<file path="config.mk">
export PLATFORM = sky130hd
export DESIGN_NAME = swap_slot_allocator_core
export DESIGN_NICKNAME = d
export VERILOG_FILES = /design/src/hdl/ssa_pkg.sv /design/src/hdl/ssa_bitmap_ram.sv /design/src/hdl/swap_slot_allocator_core.sv
export VERILOG_INCLUDE_DIRS = /design/src /design/src/hdl
export SDC_FILE = /design/constraint.sdc
export NUM_CORES = 2
export LEC_CHECK = 0
export BUFFER_PORTS_ARGS = -buffer_cell sky130_fd_sc_hd__buf_2
export CAP_MARGIN = 10
export CELL_PAD_IN_SITES_DETAIL_PLACEMENT = 1
export CELL_PAD_IN_SITES_GLOBAL_PLACEMENT = 2
export CORE_MARGIN = 1.5
export CORE_UTILIZATION = 25
export CTS_BUF_LIST = sky130_fd_sc_hd__clkbuf_2 sky130_fd_sc_hd__clkbuf_4 sky130_fd_sc_hd__clkbuf_8
export DETAILED_ROUTE_END_ITERATION = 8
export GPL_TIMING_DRIVEN = 0
export PLACE_DENSITY_LB_ADDON = 0.2
export SLEW_MARGIN = 15
export SYNTH_ARGS = -nofsm -noshare
export SYNTH_HDL_FRONTEND = slang
export SYNTH_SLANG_ARGS = --single-unit
</file>
<file path="constraint.sdc">
create_clock -name clk_i -period 15.55 [get_ports clk_i]
set_input_delay 1.555 -clock clk_i [delete_from_list [all_inputs] [get_ports clk_i]]
set_output_delay 1.555 -clock clk_i [all_outputs]
set_load 0.03 [all_outputs]
</file>
<file path="src/hdl/swap_slot_allocator_core_macros.svh">
// ----------------------------------------------------------------------------
// Swap slot allocator assertion macros
// Shared concurrent assertion forms, clocked on clk_i, off while rst_ni is low.
// ----------------------------------------------------------------------------
`ifndef SWAP_SLOT_ALLOCATOR_CORE_MACROS_SVH
`define SWAP_SLOT_ALLOCATOR_CORE_MACROS_SVH

// Property that must hold at every edge out of reset.
`define SSA_ASSERT(lbl, prop, msg) \
  lbl: assert property (@(posedge clk_i) disable iff (!rst_ni) (prop)) \
    else $error(msg);

// Antecedent at one edge implies consequent at the next edge.
`define SSA_ASSERT_NEXT(lbl, ante, cons, msg) \
  lbl: assert property (@(posedge clk_i) disable iff (!rst_ni) (ante) |=> (cons)) \
    else $error(msg);

`endif

</file>
<file path="src/hdl/ssa_pkg.sv">
// ----------------------------------------------------------------------------
// Swap slot allocator package
// Sizes, status and register codes, and the bitmap RAM request bundle.
// ----------------------------------------------------------------------------
package ssa_pkg;

  localparam int NUM_AREAS      = 4;
  localparam int SLOTS_PER_AREA = 1024;
  localparam int WORD_BITS      = 64;
  localparam int WORDS_PER_AREA = (SLOTS_PER_AREA + WORD_BITS - 1) / WORD_BITS;
  localparam int AREA_W         = $clog2(NUM_AREAS);
  localparam int WORD_IDX_W     = $clog2(WORDS_PER_AREA);
  localparam int BIT_IDX_W      = $clog2(WORD_BITS);
  localparam int SLOT_W         = WORD_IDX_W + BIT_IDX_W;
  localparam int ADDR_W         = AREA_W + WORD_IDX_W;
  localparam int DEPTH          = NUM_AREAS * WORDS_PER_AREA;
  localparam int CNT_W          = 11;
  localparam int PRIO_W         = 8;
  localparam int ENTRY_W        = 22;
  localparam int CFG_IDX_W      = 3;
  localparam int CFG_DATA_W     = 11;

  // entry encoding
  localparam int AREA_SHIFT     = 7;
  localparam int AREA_FIELD_W   = 5;
  localparam int SLOT_SHIFT     = 12;
  localparam int SLOT_FIELD_W   = 36;

  typedef enum logic [1:0] {
    STAT_ALLOC   = 2'd0,
    STAT_NOSPACE = 2'd1,
    STAT_FREED   = 2'd2,
    STAT_IGNORED = 2'd3
  } status_e;

  // configuration register indexes
  localparam logic [CFG_IDX_W-1:0] CFG_PRIO0  = 3'd0;
  localparam logic [CFG_IDX_W-1:0] CFG_PRIO1  = 3'd1;
  localparam logic [CFG_IDX_W-1:0] CFG_PRIO2  = 3'd2;
  localparam logic [CFG_IDX_W-1:0] CFG_PRIO3  = 3'd3;
  localparam logic [CFG_IDX_W-1:0] CFG_ACTIVE = 3'd4;
  localparam logic [CFG_IDX_W-1:0] CFG_SLOTS  = 3'd5;

  // request kinds
  localparam logic REQ_ALLOC = 1'b0;
  localparam logic REQ_FREE  = 1'b1;

  typedef struct packed {
    logic                 rd_en;
    logic [ADDR_W-1:0]    rd_addr;
    logic                 wr_en;
    logic [ADDR_W-1:0]    wr_addr;
    logic [WORD_BITS-1:0] wr_data;
  } ram_req_t;

endpackage

</file>
<file path="src/hdl/ssa_bitmap_ram.sv">
// ----------------------------------------------------------------------------
// Swap slot allocator bitmap RAM
// One-port-write, one-port-read word RAM with per-row valid bits; an unwritten
// row reads as all zero (every slot free) after reset.
// ----------------------------------------------------------------------------
module ssa_bitmap_ram import ssa_pkg::*; (
  input  logic                 clk_i,
  input  logic                 rst_ni,
  input  ram_req_t             req_i,
  output logic [WORD_BITS-1:0] rd_data_o
);

  logic [WORD_BITS-1:0] mem [DEPTH];
  logic [WORD_BITS-1:0] rd_q;
  logic [DEPTH-1:0]     row_vld_q;
  logic                 rd_vld_q;

  always_ff @(posedge clk_i) begin
    if (req_i.wr_en) begin
      mem[req_i.wr_addr] <= req_i.wr_data;
    end
    if (req_i.rd_en) begin
      rd_q <= mem[req_i.rd_addr];
    end
  end

  always_ff @(posedge clk_i or negedge rst_ni) begin
    if (!rst_ni) begin
      row_vld_q <= '0;
      rd_vld_q  <= 1'b0;
    end else begin
      if (req_i.wr_en) begin
        row_vld_q[req_i.wr_addr] <= 1'b1;
      end
      if (req_i.rd_en) begin
        rd_vld_q <= row_vld_q[req_i.rd_addr];
      end
    end
  end

  assign rd_data_o = rd_vld_q ? rd_q : '0;

endmodule

</file>
<file path="src/hdl/swap_slot_allocator_core.sv">
// ----------------------------------------------------------------------------
// Swap slot allocator core
// Allocate: ALLOC_RD and ALLOC_CHK per bitmap word scanned (16 words per area),
// then EMIT; free of a valid entry: FREE_RD, FREE_CHK, EMIT; no area to pick or
// ignored free: straight to EMIT. One request at a time: s_axis_tready returns
// as the result is loaded into the output register, after any wait of the
// previous result on m_axis_tready. The scan is set by the one RAM read port.
// Reset clears the bitmaps at once (row valid bits) and the counts, and resets config.
// ----------------------------------------------------------------------------
`include "swap_slot_allocator_core_macros.svh"

module swap_slot_allocator_core import ssa_pkg::*; (
  input  logic                  clk_i,
  input  logic                  rst_ni,
  // config write port
  input  logic                  cfg_we_i,
  input  logic [CFG_IDX_W-1:0]  cfg_idx_i,
  input  logic [CFG_DATA_W-1:0] cfg_data_i,
  // request stream
  input  logic                  s_axis_tvalid,
  output logic                  s_axis_tready,
  input  logic [47:0]           s_axis_tdata,   // [47:0] free_entry
  input  logic                  s_axis_tuser,   // [0] req_type
  // result stream
  output logic                  m_axis_tvalid,
  input  logic                  m_axis_tready,
  output logic [39:0]           m_axis_tdata,   // [21:0] alloc entry, [23:22] area_index,
                                                // [33:24] slot_index, [39:34] zero
  output logic [1:0]            m_axis_tuser    // [1:0] status
);

  // Sequencer codes
  localparam logic [2:0] ST_IDLE      = 3'd0;
  localparam logic [2:0] ST_ALLOC_RD  = 3'd1;
  localparam logic [2:0] ST_ALLOC_CHK = 3'd2;
  localparam logic [2:0] ST_FREE_RD   = 3'd3;
  localparam logic [2:0] ST_FREE_CHK  = 3'd4;
  localparam logic [2:0] ST_EMIT      = 3'd5;

  localparam logic [CNT_W-1:0] CNT_MAX = CNT_W'(SLOTS_PER_AREA);

  // --------------------------------------------------------------------------
  // Configuration registers
  // --------------------------------------------------------------------------
  logic [PRIO_W-1:0]    prio_q [NUM_AREAS];
  logic [NUM_AREAS-1:0] active_q;
  logic [CNT_W-1:0]     slots_q;

  always_ff @(posedge clk_i or negedge rst_ni) begin
    if (!rst_ni) begin
      for (int i = 0; i < NUM_AREAS; i++) begin
        prio_q[i] <= '0;
      end
      active_q <= '0;
      slots_q  <= CNT_MAX;
    end else if (cfg_we_i) begin
      case (cfg_idx_i)
        CFG_PRIO0:  prio_q[0] <= cfg_data_i[PRIO_W-1:0];
        CFG_PRIO1:  prio_q[1] <= cfg_data_i[PRIO_W-1:0];
        CFG_PRIO2:  prio_q[2] <= cfg_data_i[PRIO_W-1:0];
        CFG_PRIO3:  prio_q[3] <= cfg_data_i[PRIO_W-1:0];
        CFG_ACTIVE: active_q  <= cfg_data_i[NUM_AREAS-1:0];
        CFG_SLOTS:  slots_q   <= cfg_data_i;
        default: ;  // unknown index, dropped
      endcase
    end
  end

  // usable slots per area, capped at the physical size
  logic [CNT_W-1:0] pages;
  logic [CNT_W-1:0] pages_m1;
  assign pages    = (slots_q > CNT_MAX) ? CNT_MAX : slots_q;
  assign pages_m1 = pages - CNT_W'(1);

  // --------------------------------------------------------------------------
  // Sequencer and datapath registers
  // --------------------------------------------------------------------------
  logic [2:0]            state_q, state_d;
  logic [CNT_W-1:0]      used_q [NUM_AREAS];
  logic [AREA_W-1:0]     area_q;
  logic [WORD_IDX_W-1:0] word_q;
  logic [WORD_IDX_W-1:0] last_word_q;
  logic [WORD_BITS-1:0]  lim_mask_q;   // slots past the usable count, last word only
  logic [SLOT_W-1:0]     slot_q;
  status_e               res_status_q;
  logic [ENTRY_W-1:0]    res_entry_q;
  logic [AREA_W-1:0]     res_area_q;
  logic [SLOT_W-1:0]     res_slot_q;
  logic                  m_valid_q;
  status_e               out_status_q;
  logic [ENTRY_W-1:0]    out_entry_q;
  logic [AREA_W-1:0]     out_area_q;
  logic [SLOT_W-1:0]     out_slot_q;

  logic                  accept;
  logic                  out_free;
  assign s_axis_tready = (state_q == ST_IDLE);
  assign accept        = s_axis_tvalid && s_axis_tready;
  assign out_free      = !m_valid_q || m_axis_tready;

  // --------------------------------------------------------------------------
  // Area pick: highest priority among active areas with room, ties to higher
  // --------------------------------------------------------------------------
  logic              have_area;
  logic [AREA_W-1:0] best_area;
  logic [PRIO_W-1:0] best_prio;

  always_comb begin
    have_area = 1'b0;
    best_area = '0;
    best_prio = '0;
    for (int i = 0; i < NUM_AREAS; i++) begin
      if (active_q[i] && (used_q[i] < pages) && (prio_q[i] >= best_prio)) begin
        have_area = 1'b1;
        best_area = AREA_W'(i);
        best_prio = prio_q[i];
      end
    end
  end

  // --------------------------------------------------------------------------
  // Free entry decode
  // --------------------------------------------------------------------------
  logic [AREA_FIELD_W-1:0] fe_area;
  logic [SLOT_FIELD_W-1:0] fe_slot;
  logic                    fe_ok;

  assign fe_area = s_axis_tdata[AREA_SHIFT +: AREA_FIELD_W];
  assign fe_slot = s_axis_tdata[SLOT_SHIFT +: SLOT_FIELD_W];
  assign fe_ok   = s_axis_tdata[0]
                && (fe_area < AREA_FIELD_W'(NUM_AREAS))
                && active_q[fe_area[AREA_W-1:0]]
                && (fe_slot[SLOT_FIELD_W-1:CNT_W] == '0)
                && (fe_slot[CNT_W-1:0] < pages);

  // --------------------------------------------------------------------------
  // Shared word unit: lowest clear bit through ~w & (w+1) style one-hot
  // --------------------------------------------------------------------------
  logic [WORD_BITS-1:0] rd_data;
  logic [WORD_BITS-1:0] scan_word;
  logic [WORD_BITS-1:0] scan_inc;
  logic [WORD_BITS-1:0] scan_oh;
  logic                 scan_hit;
  logic [BIT_IDX_W-1:0] scan_idx;
  logic [WORD_BITS-1:0] free_bit;
  logic                 free_set;

  assign scan_word = rd_data | ((word_q == last_word_q) ? lim_mask_q : '0);
  assign scan_inc  = scan_word + WORD_BITS'(1);
  assign scan_oh   = ~scan_word & scan_inc;
  assign scan_hit  = |scan_oh;

  always_comb begin
    scan_idx = '0;
    for (int i = 0; i < WORD_BITS; i++) begin
      if (scan_oh[i]) begin
        scan_idx = scan_idx | BIT_IDX_W'(i);
      end
    end
  end

  assign free_bit = WORD_BITS'(1) << slot_q[BIT_IDX_W-1:0];
  assign free_set = |(rd_data & free_bit);

  // --------------------------------------------------------------------------
  // Bitmap RAM
  // --------------------------------------------------------------------------
  ram_req_t ram_req;

  always_comb begin
    ram_req.rd_en   = (state_q == ST_ALLOC_RD) || (state_q == ST_FREE_RD);
    ram_req.wr_en   = ((state_q == ST_ALLOC_CHK) && scan_hit)
                   || ((state_q == ST_FREE_CHK) && free_set);
    if ((state_q == ST_FREE_RD) || (state_q == ST_FREE_CHK)) begin
      ram_req.rd_addr = {area_q, slot_q[SLOT_W-1:BIT_IDX_W]};
      ram_req.wr_addr = {area_q, slot_q[SLOT_W-1:BIT_IDX_W]};
      ram_req.wr_data = rd_data & ~free_bit;
    end else begin
      ram_req.rd_addr = {area_q, word_q};
      ram_req.wr_addr = {area_q, word_q};
      ram_req.wr_data = rd_data | scan_oh;
    end
  end

  ssa_bitmap_ram u_bitmap (
    .clk_i     (clk_i),
    .rst_ni    (rst_ni),
    .req_i     (ram_req),
    .rd_data_o (rd_data)
  );

  // --------------------------------------------------------------------------
  // Next state
  // --------------------------------------------------------------------------
  always_comb begin
    state_d = state_q;
    case (state_q)
      ST_IDLE: begin
        if (accept) begin
          if (s_axis_tuser == REQ_ALLOC) begin
            state_d = have_area ? ST_ALLOC_RD : ST_EMIT;
          end else begin
            state_d = fe_ok ? ST_FREE_RD : ST_EMIT;
          end
        end
      end
      ST_ALLOC_RD:  state_d = ST_ALLOC_CHK;
      ST_ALLOC_CHK: begin
        if (scan_hit || (word_q == last_word_q)) begin
          state_d = ST_EMIT;
        end else begin
          state_d = ST_ALLOC_RD;
        end
      end
      ST_FREE_RD:   state_d = ST_FREE_CHK;
      ST_FREE_CHK:  state_d = ST_EMIT;
      ST_EMIT: begin
        if (out_free) begin
          state_d = ST_IDLE;
        end
      end
      default:      state_d = ST_IDLE;
    endcase
  end

  // control: state, counts, output valid
  always_ff @(posedge clk_i or negedge rst_ni) begin
    if (!rst_ni) begin
      state_q   <= ST_IDLE;
      m_valid_q <= 1'b0;
      for (int i = 0; i < NUM_AREAS; i++) begin
        used_q[i] <= '0;
      end
    end else begin
      state_q <= state_d;
      if ((state_q == ST_ALLOC_CHK) && scan_hit) begin
        used_q[area_q] <= used_q[area_q] + CNT_W'(1);
      end
      if ((state_q == ST_FREE_CHK) && free_set && (used_q[area_q] != '0)) begin
        used_q[area_q] <= used_q[area_q] - CNT_W'(1);
      end
      if ((state_q == ST_EMIT) && out_free) begin
        m_valid_q <= 1'b1;
      end else if (m_axis_tready) begin
        m_valid_q <= 1'b0;
      end
    end
  end

  // payload
  always_ff @(posedge clk_i) begin
    case (state_q)
      ST_IDLE: begin
        if (accept) begin
          word_q       <= '0;
          last_word_q  <= pages_m1[SLOT_W-1:BIT_IDX_W];
          lim_mask_q   <= (pages[BIT_IDX_W-1:0] == '0) ? '0
                        : ~((WORD_BITS'(1) << pages[BIT_IDX_W-1:0]) - WORD_BITS'(1));
          slot_q       <= fe_slot[SLOT_W-1:0];
          area_q       <= (s_axis_tuser == REQ_ALLOC) ? best_area
                                                      : fe_area[AREA_W-1:0];
          res_status_q <= (s_axis_tuser == REQ_ALLOC) ? STAT_NOSPACE : STAT_IGNORED;
          res_entry_q  <= '0;
          res_area_q   <= '0;
          res_slot_q   <= '0;
        end
      end
      ST_ALLOC_CHK: begin
        if (scan_hit) begin
          res_status_q <= STAT_ALLOC;
          res_entry_q  <= {word_q, scan_idx,
                           (AREA_FIELD_W - AREA_W)'(0), area_q,
                           (AREA_SHIFT - 1)'(0), 1'b1};
          res_area_q   <= area_q;
          res_slot_q   <= {word_q, scan_idx};
        end else begin
          word_q       <= word_q + WORD_IDX_W'(1);
        end
      end
      ST_FREE_CHK: begin
        if (free_set) begin
          res_status_q <= STAT_FREED;
          res_area_q   <= area_q;
          res_slot_q   <= slot_q;
        end
      end
      ST_EMIT: begin
        if (out_free) begin
          out_status_q <= res_status_q;
          out_entry_q  <= res_entry_q;
          out_area_q   <= res_area_q;
          out_slot_q   <= res_slot_q;
        end
      end
      default: ;
    endcase
  end

  assign m_axis_tvalid = m_valid_q;
  assign m_axis_tuser  = out_status_q;
  assign m_axis_tdata  = {6'b0, out_slot_q, out_area_q, out_entry_q};

  // --------------------------------------------------------------------------
  // Assertions
  // --------------------------------------------------------------------------
  `SSA_ASSERT(a_ram_wr_in_chk,
    ram_req.wr_en |-> (state_q == ST_ALLOC_CHK || state_q == ST_FREE_CHK),
    "bitmap write outside a check step")
  `SSA_ASSERT(a_count_bound,
    (used_q[0] <= CNT_MAX) && (used_q[1] <= CNT_MAX)
      && (used_q[2] <= CNT_MAX) && (used_q[3] <= CNT_MAX),
    "used count above area size")
  `SSA_ASSERT_NEXT(a_accept_busy, accept, state_q != ST_IDLE,
    "sequencer idle right after accept")
  `SSA_ASSERT(a_alloc_entry,
    (m_axis_tvalid && m_axis_tuser == STAT_ALLOC) |-> (out_entry_q[0]
      && out_entry_q[SLOT_SHIFT +: SLOT_W] == out_slot_q
      && out_entry_q[AREA_SHIFT +: AREA_W] == out_area_q),
    "allocated entry does not match area and slot")

endmodule
</file>
# [Yosys cells after proc, flatten, opt, wreduce, memory -nomap -nowiden]
# Memory sizes are Yosys's and may differ from the RTL's. A register that Yosys moved wholly into a read port is not among the register bits.
# Index checks and enable logic that the tools add are counted.
[totals] regBits=316 mem_bits_rw=4096 input_bits=68 out_inout_bits=44 wordCells=304 mem_count=1
[memory_table] memory="u_bitmap.mem" words=64 width=64 read_ports=1 rd_clocked_by_memory_dff=1 write_ports=1 line="ssa_bitmap_ram.sv:13" rtl="logic [WORD_BITS-1:0] mem [DEPTH];"
[classes] addsub=6 n_lt_le_gt_ge=17 n_eq_ne=22 shift=2 n_mux=172 bitwise_logic=10 reduce_logical=47
[op_table] op="$mux W64" n=5
[op_table] op="$and A64 B64 Y64" n=3
[op_table] op="$mux W6" n=32
[op_table] op="$not A64 Y64" n=3
[op_table] op="$or A64 B64 Y64" n=3
[op_table] op="$mux W22" n=6
[op_table] op="$reduce_or A64 Y1" n=2
[op_table] op="$shl A1 B6 Y64 const A" n=2
[op_table] op="$mux W10" n=10
[op_table] op="$bwmux W44" n=2
[op_table] op="$mux W44" n=2
[op_table] op="$mux W8" n=11
[op_table] op="$mux W5" n=16
[op_table] op="$mux W4" n=17
[op_table] op="$mux W68" n=1
[op_table] op="$mux W11" n=6
[op_table] op="$add A64 B1 Y64 const B" n=1
[op_table] op="$sub A64 B1 Y64 const B" n=1
[op_table] op="$lt A11 B11 Y1" n=5
[op_table] op="$mux W2" n=24
[op_table] op="$mux W3" n=15
[op_table] op="$pmux W22 S2" n=1
[op_table] op="$pmux W10 S3" n=1
[op_table] op="$logic_not A25 Y1" n=1
[op_table] op="other kinds (40)" n=106

# [Logic depth before layout (Yosys ltp)]
[depth] word_depth=71 depth_mapped=47 mapped_depth_nobuf=44

# [Hierarchy]
# A second synthesis with hierarchy kept.
[hier_totals] hier_cells=8185 hier_area_um2=176669.4
[by_module_without_submodules] mod="ssa_bitmap_ram" n_inst=1 cells_each=6310 area_per_inst_um2=159803.3 seq_area_each_um2=126546.4
[by_module_without_submodules] mod="swap_slot_allocator_core" n_inst=1 cells_each=1875 area_per_inst_um2=16866.2 seq_area_each_um2=6522.5

# [Worst setup path before layout]
# Ideal clock, no wire load.
[synth_timing] path_type="register to register" start="reg word_q[0]" end="mem u_bitmap.mem[0][0] (enable)" setup_time_ns=0.564 arrival_time_ns=7.867 t_required_ns=14.986 path_slack_ns=7.119 path_stages_with_launch=16 n_path_buf=4 period_less_slack_ns=8.431 path_cell_list="edfxtp_1 xor2_1 or4_1 buf_2 a211o_1 nor4b_2 nand4_2 o32ai_1 a2111oi_0 nand2_1 o21ai_2 buf_4 and2_1 buf_6 buf_6 nor3_1"
[synth_between] elab_chain_len=10 elab_cells_between_ends=12 cone_classes="add/sub (1); eq/ne (1); mux (4); bitwise (3); reduce/logical (3)"
[synth_rtl] item="from (decl)" line="swap_slot_allocator_core.sv:81" rtl="logic [WORD_IDX_W-1:0] word_q;"
[synth_rtl] item="from (signal assigned)" line="swap_slot_allocator_core.sv:277" rtl="word_q <= word_q + WORD_IDX_W'(1);"
[synth_rtl] item="$eq A4 B4 Y1" line="swap_slot_allocator_core.sv:148" rtl="assign scan_word = rd_data | ((word_q == last_word_q) ? lim_mask_q : '0);"
[synth_rtl] item="$mux W64" line="swap_slot_allocator_core.sv:148"
[synth_rtl] item="$or A64 B64 Y64" line="swap_slot_allocator_core.sv:148"
[synth_rtl] item="$add A64 B1 Y64 / $not A64 Y64 (equally long branches)" line="swap_slot_allocator_core.sv:149, swap_slot_allocator_core.sv:150"
[synth_rtl] item="$and A64 B64 Y64" line="swap_slot_allocator_core.sv:150" rtl="assign scan_oh = ~scan_word & scan_inc;"
[synth_rtl] item="$reduce_or A64 Y1" line="swap_slot_allocator_core.sv:151" rtl="assign scan_hit = |scan_oh;"
[synth_rtl] item="$logic_and A1 B1 Y1" line="swap_slot_allocator_core.sv:172" rtl="ram_req.wr_en = ((state_q == ST_ALLOC_CHK) && scan_hit)"
[synth_rtl] item="$logic_or A1 B1 Y1" line="swap_slot_allocator_core.sv:173" rtl="|| ((state_q == ST_FREE_CHK) && free_set);"
[synth_rtl] item="$mux W1" line="ssa_bitmap_ram.sv:19" rtl="if (req_i.wr_en) begin"
[synth_rtl] item="$mux W1 (not written as such)" line="ssa_bitmap_ram.sv:20" rtl="mem[req_i.wr_addr] <= req_i.wr_data;"
[synth_rtl] item="to (decl)" line="ssa_bitmap_ram.sv:13"
# Parallel ways exist; a longest one is shown, timed or not.

# [Worst setup path in the final report]
[layout_timing] start="reg slots_q[10]" end="reg state_q[2]"
[layout_between] elab_chain_len=22 elab_cells_between_ends=34 cone_classes="order compare (9); mux (16); reduce/logical (9)"
[layout_rtl] item="from (decl)" line="swap_slot_allocator_core.sv:47" rtl="logic [CNT_W-1:0] slots_q;"
[layout_rtl] item="from (signal assigned)" line="swap_slot_allocator_core.sv:63" rtl="CFG_SLOTS: slots_q <= cfg_data_i;"
[layout_rtl] item="$gt A11 B11 Y1" line="swap_slot_allocator_core.sv:72" rtl="assign pages = (slots_q > CNT_MAX) ? CNT_MAX : slots_q;"
[layout_rtl] item="$mux W11 (*)" line="swap_slot_allocator_core.sv:72"
[layout_rtl] item="$lt A11 B11 Y1" line="swap_slot_allocator_core.sv:113" rtl="if (active_q[i] && (used_q[i] < pages) && (prio_q[i] >= best_prio)) begin"
[layout_rtl] item="$logic_and A1 B1 Y1 (2 in a row)" line="swap_slot_allocator_core.sv:113"
[layout_rtl] item="$mux W8" line="swap_slot_allocator_core.sv:113"
[layout_rtl] item="$ge A8 B8 Y1" line="swap_slot_allocator_core.sv:113"
[layout_rtl] item="$logic_and A1 B1 Y1" line="swap_slot_allocator_core.sv:113"
[layout_rtl] item="$mux W8" line="swap_slot_allocator_core.sv:113"
[layout_rtl] item="(+5 left out)"
[layout_rtl] item="$mux W1" line="swap_slot_allocator_core.sv:113"
[layout_rtl] item="$mux W3" line="swap_slot_allocator_core.sv:201" rtl="state_d = have_area ? ST_ALLOC_RD : ST_EMIT;"
[layout_rtl] item="$mux W3 (*)" line="swap_slot_allocator_core.sv:200" rtl="if (s_axis_tuser == REQ_ALLOC) begin"
[layout_rtl] item="$mux W3 (*)" line="swap_slot_allocator_core.sv:199" rtl="if (accept) begin"
[layout_rtl] item="$mux W3 (*)" line="swap_slot_allocator_core.sv:197" rtl="case (state_q)"
[layout_rtl] item="$mux W3 (*)" line="swap_slot_allocator_core.sv:199"
[layout_rtl] item="$mux W3 (*)" line="swap_slot_allocator_core.sv:197"
[layout_rtl] item="$pmux W3 S6 (*)" line="swap_slot_allocator_core.sv:197"
[layout_rtl] item="to (signal assigned)" line="swap_slot_allocator_core.sv:235" rtl="state_q <= state_d;"
[layout_rtl] item="to (decl)" line="swap_slot_allocator_core.sv:78" rtl="logic [2:0] state_q, state_d;"
# Every way passes the cells marked *; elsewhere a longest branch is shown, timed or not. The select of a mux whose other input is x is not followed.
# A chain may end at the register's enable or synchronous reset.

==> summary.txt <==
Cells and area
  • Nets@finish: 12,200
  • Sequential cell area: 0.133 mm^2
  • Fill cells: 69,500
  • Area of the multi-input gates: 0.0351 mm^2
  • Area Growth Syn to Fin: 26.0%
  • Share of layout cells above drive strength 1: 25.4%

Synth
  • Synth top cells by count: edfxtp_1, a22oi_1, clkbuf_1
  • Largest cells by area after synthesis: edfxtp_1, a22oi_1, dfrtp_1, a41oi_1, clkbuf_1
  • Post-synth EDFFs: 4,298
  • Seq/Total Area, Yosys: 78.5%
  • Post-synth top area cell: edfxtp_1
  • Netlist cell types: 90
  • Asr flop ratio synth: 3.59%
  • Dominant synthesized flop cell: edfxtp_1
  • #FFs+latches synth: 4,458
  • Mapped Cells: 9,958
  • Ys Warns: 0
  • Count leader, synth: edfxtp_1
  • Synth top area share: 76.1%
  • Synth Cell Area: 0.170 mm^2
  • Avg Cell Area, Syn: 17.0 um^2

STA
  • Unrepaired setup endpoints after global routing: false
  • Max-slew violations: 2
  • Min Tclk post-route: 12.26 ns
  • Relative slew slack: -4.31%
  • Setup tns final: 0 ns
  • # setup viols final: 0
  • Max Fclk: 81.6 MHz
  • Clk_skew: 0.183 ns
  • Slew of the pin with the lowest slew margin: 1.54 ns
  • Final WS setup: 3.29 ns
  • Final Hold Viols: 0
  • Final worst-path cycle share: 78.8%

Global route
  • Largest net degree at the start of global routing: 93
  • M3 GR Usage: 7.86%
  • First-pass GRT wire length: 1250 mm
  • Total Routing Usage GR: 28.0%
  • Antenna violations before repair: 147
  • GRT overflow: 0
  • Grt met2 use: 40.8%
  • Met1 Resource Use GR: 37.5%
  • Vias in the first global route: 119,000
  • GRT busiest layer: met2

Drt
  • DRT iter0 DRCs: 21,700
  • DR vias/cell: 5.78
  • Routed via count: 126,000
  • First-pass DRT Iterations: 6
  • # DRC: 0
  • Post-DRT Antenna Nets: 0
  • Drt total wl: 990 mm
  • DR WL/cell: 45.5 um

Pwr
  • Worst VDD drop: 0.147 mV
  • Psw: 21,500 uW
  • Pwr/cell area: 221 mW/mm^2
  • Total power draw: 47,200 uW
  • Comb pwr share: 43.2%
  • Pint: 25,700 uW
  • Seq pwr share: 33.7%
  • LEAKAGE: 0.0691 uW
  • Sw frac: 45.6%
  • Clock power frac: 23.1%

CTS
  • CTS tree: built
  • Post-CTS setup buffer count: 0
  • Clk Latency, worst-skew pair: 1.41 ns
  • Hold buffers post-CTS: 0
  • Post_cts resized: 0
  • H-tree lvl count: 6
  • Clock slew at reported path FFs: 0.06 ns
  • Clock Sinks: 4,458
  • CTS buffer count: 768
  • Max Root-Sink Buffers: 4
  • Root Driver: clkbuf_8

Worst setup path
  • Worst path max stage delay: 0.80 ns
  • Slowest stage cell, crit path: o21ai_0
  • CP Max Fanout: 14
  • Critical Path Source: slots_q[10]$_DFFE_PN1P_
  • Crit path kind: reg2reg
  • Required time worst endpoint: 16.72 ns
  • Worst Setup End Kind: flop
  • Critical Path Most Common Cell: o21ai_0
  • Worst setup SP type: flop
  • CP arrival: 13.43 ns
  • Worst r2r src: slots_q[10]$_DFFE_PN1P_
  • Worst r2r path cells: 45

Min path
  • Min-delay worst type: in2async

Placed design
  • DP Worst Slack: 2.90 ns
  • Port Buffers: 90
  • Routability cong.: 0.912
  • Hpwl dp: 763 mm

Die
  • Die Span X: 827 um
  • Die H: 827 um
  • I/O pin cnt: 112
  • Placeable Area: 0.676 mm^2
  • Rows: 302
  • Initial Utilization: 25.1%
  • Die area: 0.683 mm^2

Flow run
  • Maxcap violations: 1

Outcome
  • Outcome: finished, violations left
  • Failing checks: capacitance limit, slew limit
-- final timing paths --
check	end	slack, ns
worst max-delay path	state_q[2]$_DFFE_PN0P_	3.29
min in group clk_i	out_entry_q[17]$_DFFE_PP_	0.35
worst max register to register	state_q[2]$_DFFE_PN0P_	3.29
worst min register to register	out_entry_q[17]$_DFFE_PP_	0.35
max in group asynchronous	used_q[12]$_DFF_PN0_	14.36
worst min-delay path	state_q[0]$_DFFE_PN0P_	0.18
-- cell type report --
type | instances | share of cell area, %
clock inverter | 367 | 1.22
clock buffer | 1023 | 5.89
antenna | 75 | 0.0878
tap | 8968 | 5.25
buffer | 684 | 1.47
multi-input combinational | 4781 | 16.4
inverter | 50 | 0.0878
sequential | 4458 | 62.3
timing repair buffer | 1348 | 7.28
-- flip-flops by register name (all words and copies together) (netlist names), 4 cells and up --
name                count
res_entry_q            13
out_slot_q             10
slot_q                 10
active_q                4
prio_q                 32
lim_mask_q             64
out_entry_q            13
used_q                 44
word_q                  4
last_word_q             4
slots_q                11
u_bitmap.row_vld_q     64
res_slot_q             10
u_bitmap.rd_q          64
u_bitmap.mem         4096
-- power groups by stage --
stage	sequential, uW	combinational (uW)	clock [uW]
after floorplan	16100	6320	0
after global placement	17000	16900	0
after detailed placement	16100	19400	0
after CTS	15900	19500	11000
after global routing	15900	20100	11500
final	15900	20400	10900
-- cell usage in the layout, fill, tap and decap left out, types with 86 or more instances in the layout --
master,netlist,routed
buf_12,0,140
clkinv_2,0,91
a22oi_1,1774,1770
a41oi_1,262,251
a21oi_1,241,220
buf_4,19,662
dfrtp_1,159,159
nand4_1,299,299
nand2_1,226,221
clkbuf_2,1,261
nor2_1,231,226
nand3_1,210,210
o21ai_0,113,86
clkbuf_1,511,250
clkbuf_4,0,239
buf_16,0,127
buf_2,30,183
clkinv_1,0,199
buf_6,8,334
a221oi_1,171,170
clkbuf_8,0,786
a22o_1,177,177
edfxtp_1,4298,4298
-- cells by family (layout without fill, tap and decap cells) --
| family | Yosys count | in the layout | share of synthesized area, % |
|---|---|---|---|
| buffers and inverters | 734 | 3472 | 1.73 |
| DFF | 4458 | 4458 | 78.5 |
| and+or+nand+nor | 1403 | 1403 | 4.33 |
| adders and majority gates | 78 | 78 | 0.576 |
| AOI/OAI and AO/OA | 3169 | 3169 | 14.1 |
| muxes | 75 | 75 | 0.576 |
| xor gates and xnor gates | 40 | 40 | 0.207 |
| other | 1 | 91 | 0.00221 |
-- through the flow --
step | hold WS [ns] | std cells | utilization [%] | instance area (um^2)
final | 0.184 | 21800 | 31.6 | 214000
after global routing | 0.164 | 21700 | 31.6 | 214000
after CTS | 0.102 | 21700 | 31.6 | 213000
after detailed placement | 0.406 | 20300 | 29.3 | 198000
after global placement | 0.404 | 19000 | 26.8 | 181000
after floorplan | 0.400 | 9973 | - | 170000
-- routing by layer --
layer	up-vias	routed length (um)
met5	-	412
met4	28	63200
met3	1937	113000
met2	9659	419000
met1	67600	395000
li1	46600	-
-- worst max-delay path: cells and delay by family, from the launching register on --
kind	cells	cell delay, ns
AO/OA/AOI/OAI	23	5.24
flip-flops	1	0.43
multiplexers	1	0.41
adder cells (fa/ha/maj)	4	1.22
buffers and inverters	8	3.13
AND/OR/NAND/NOR	9	1.66
Note: power is estimated with default switching activity, not from simulation.
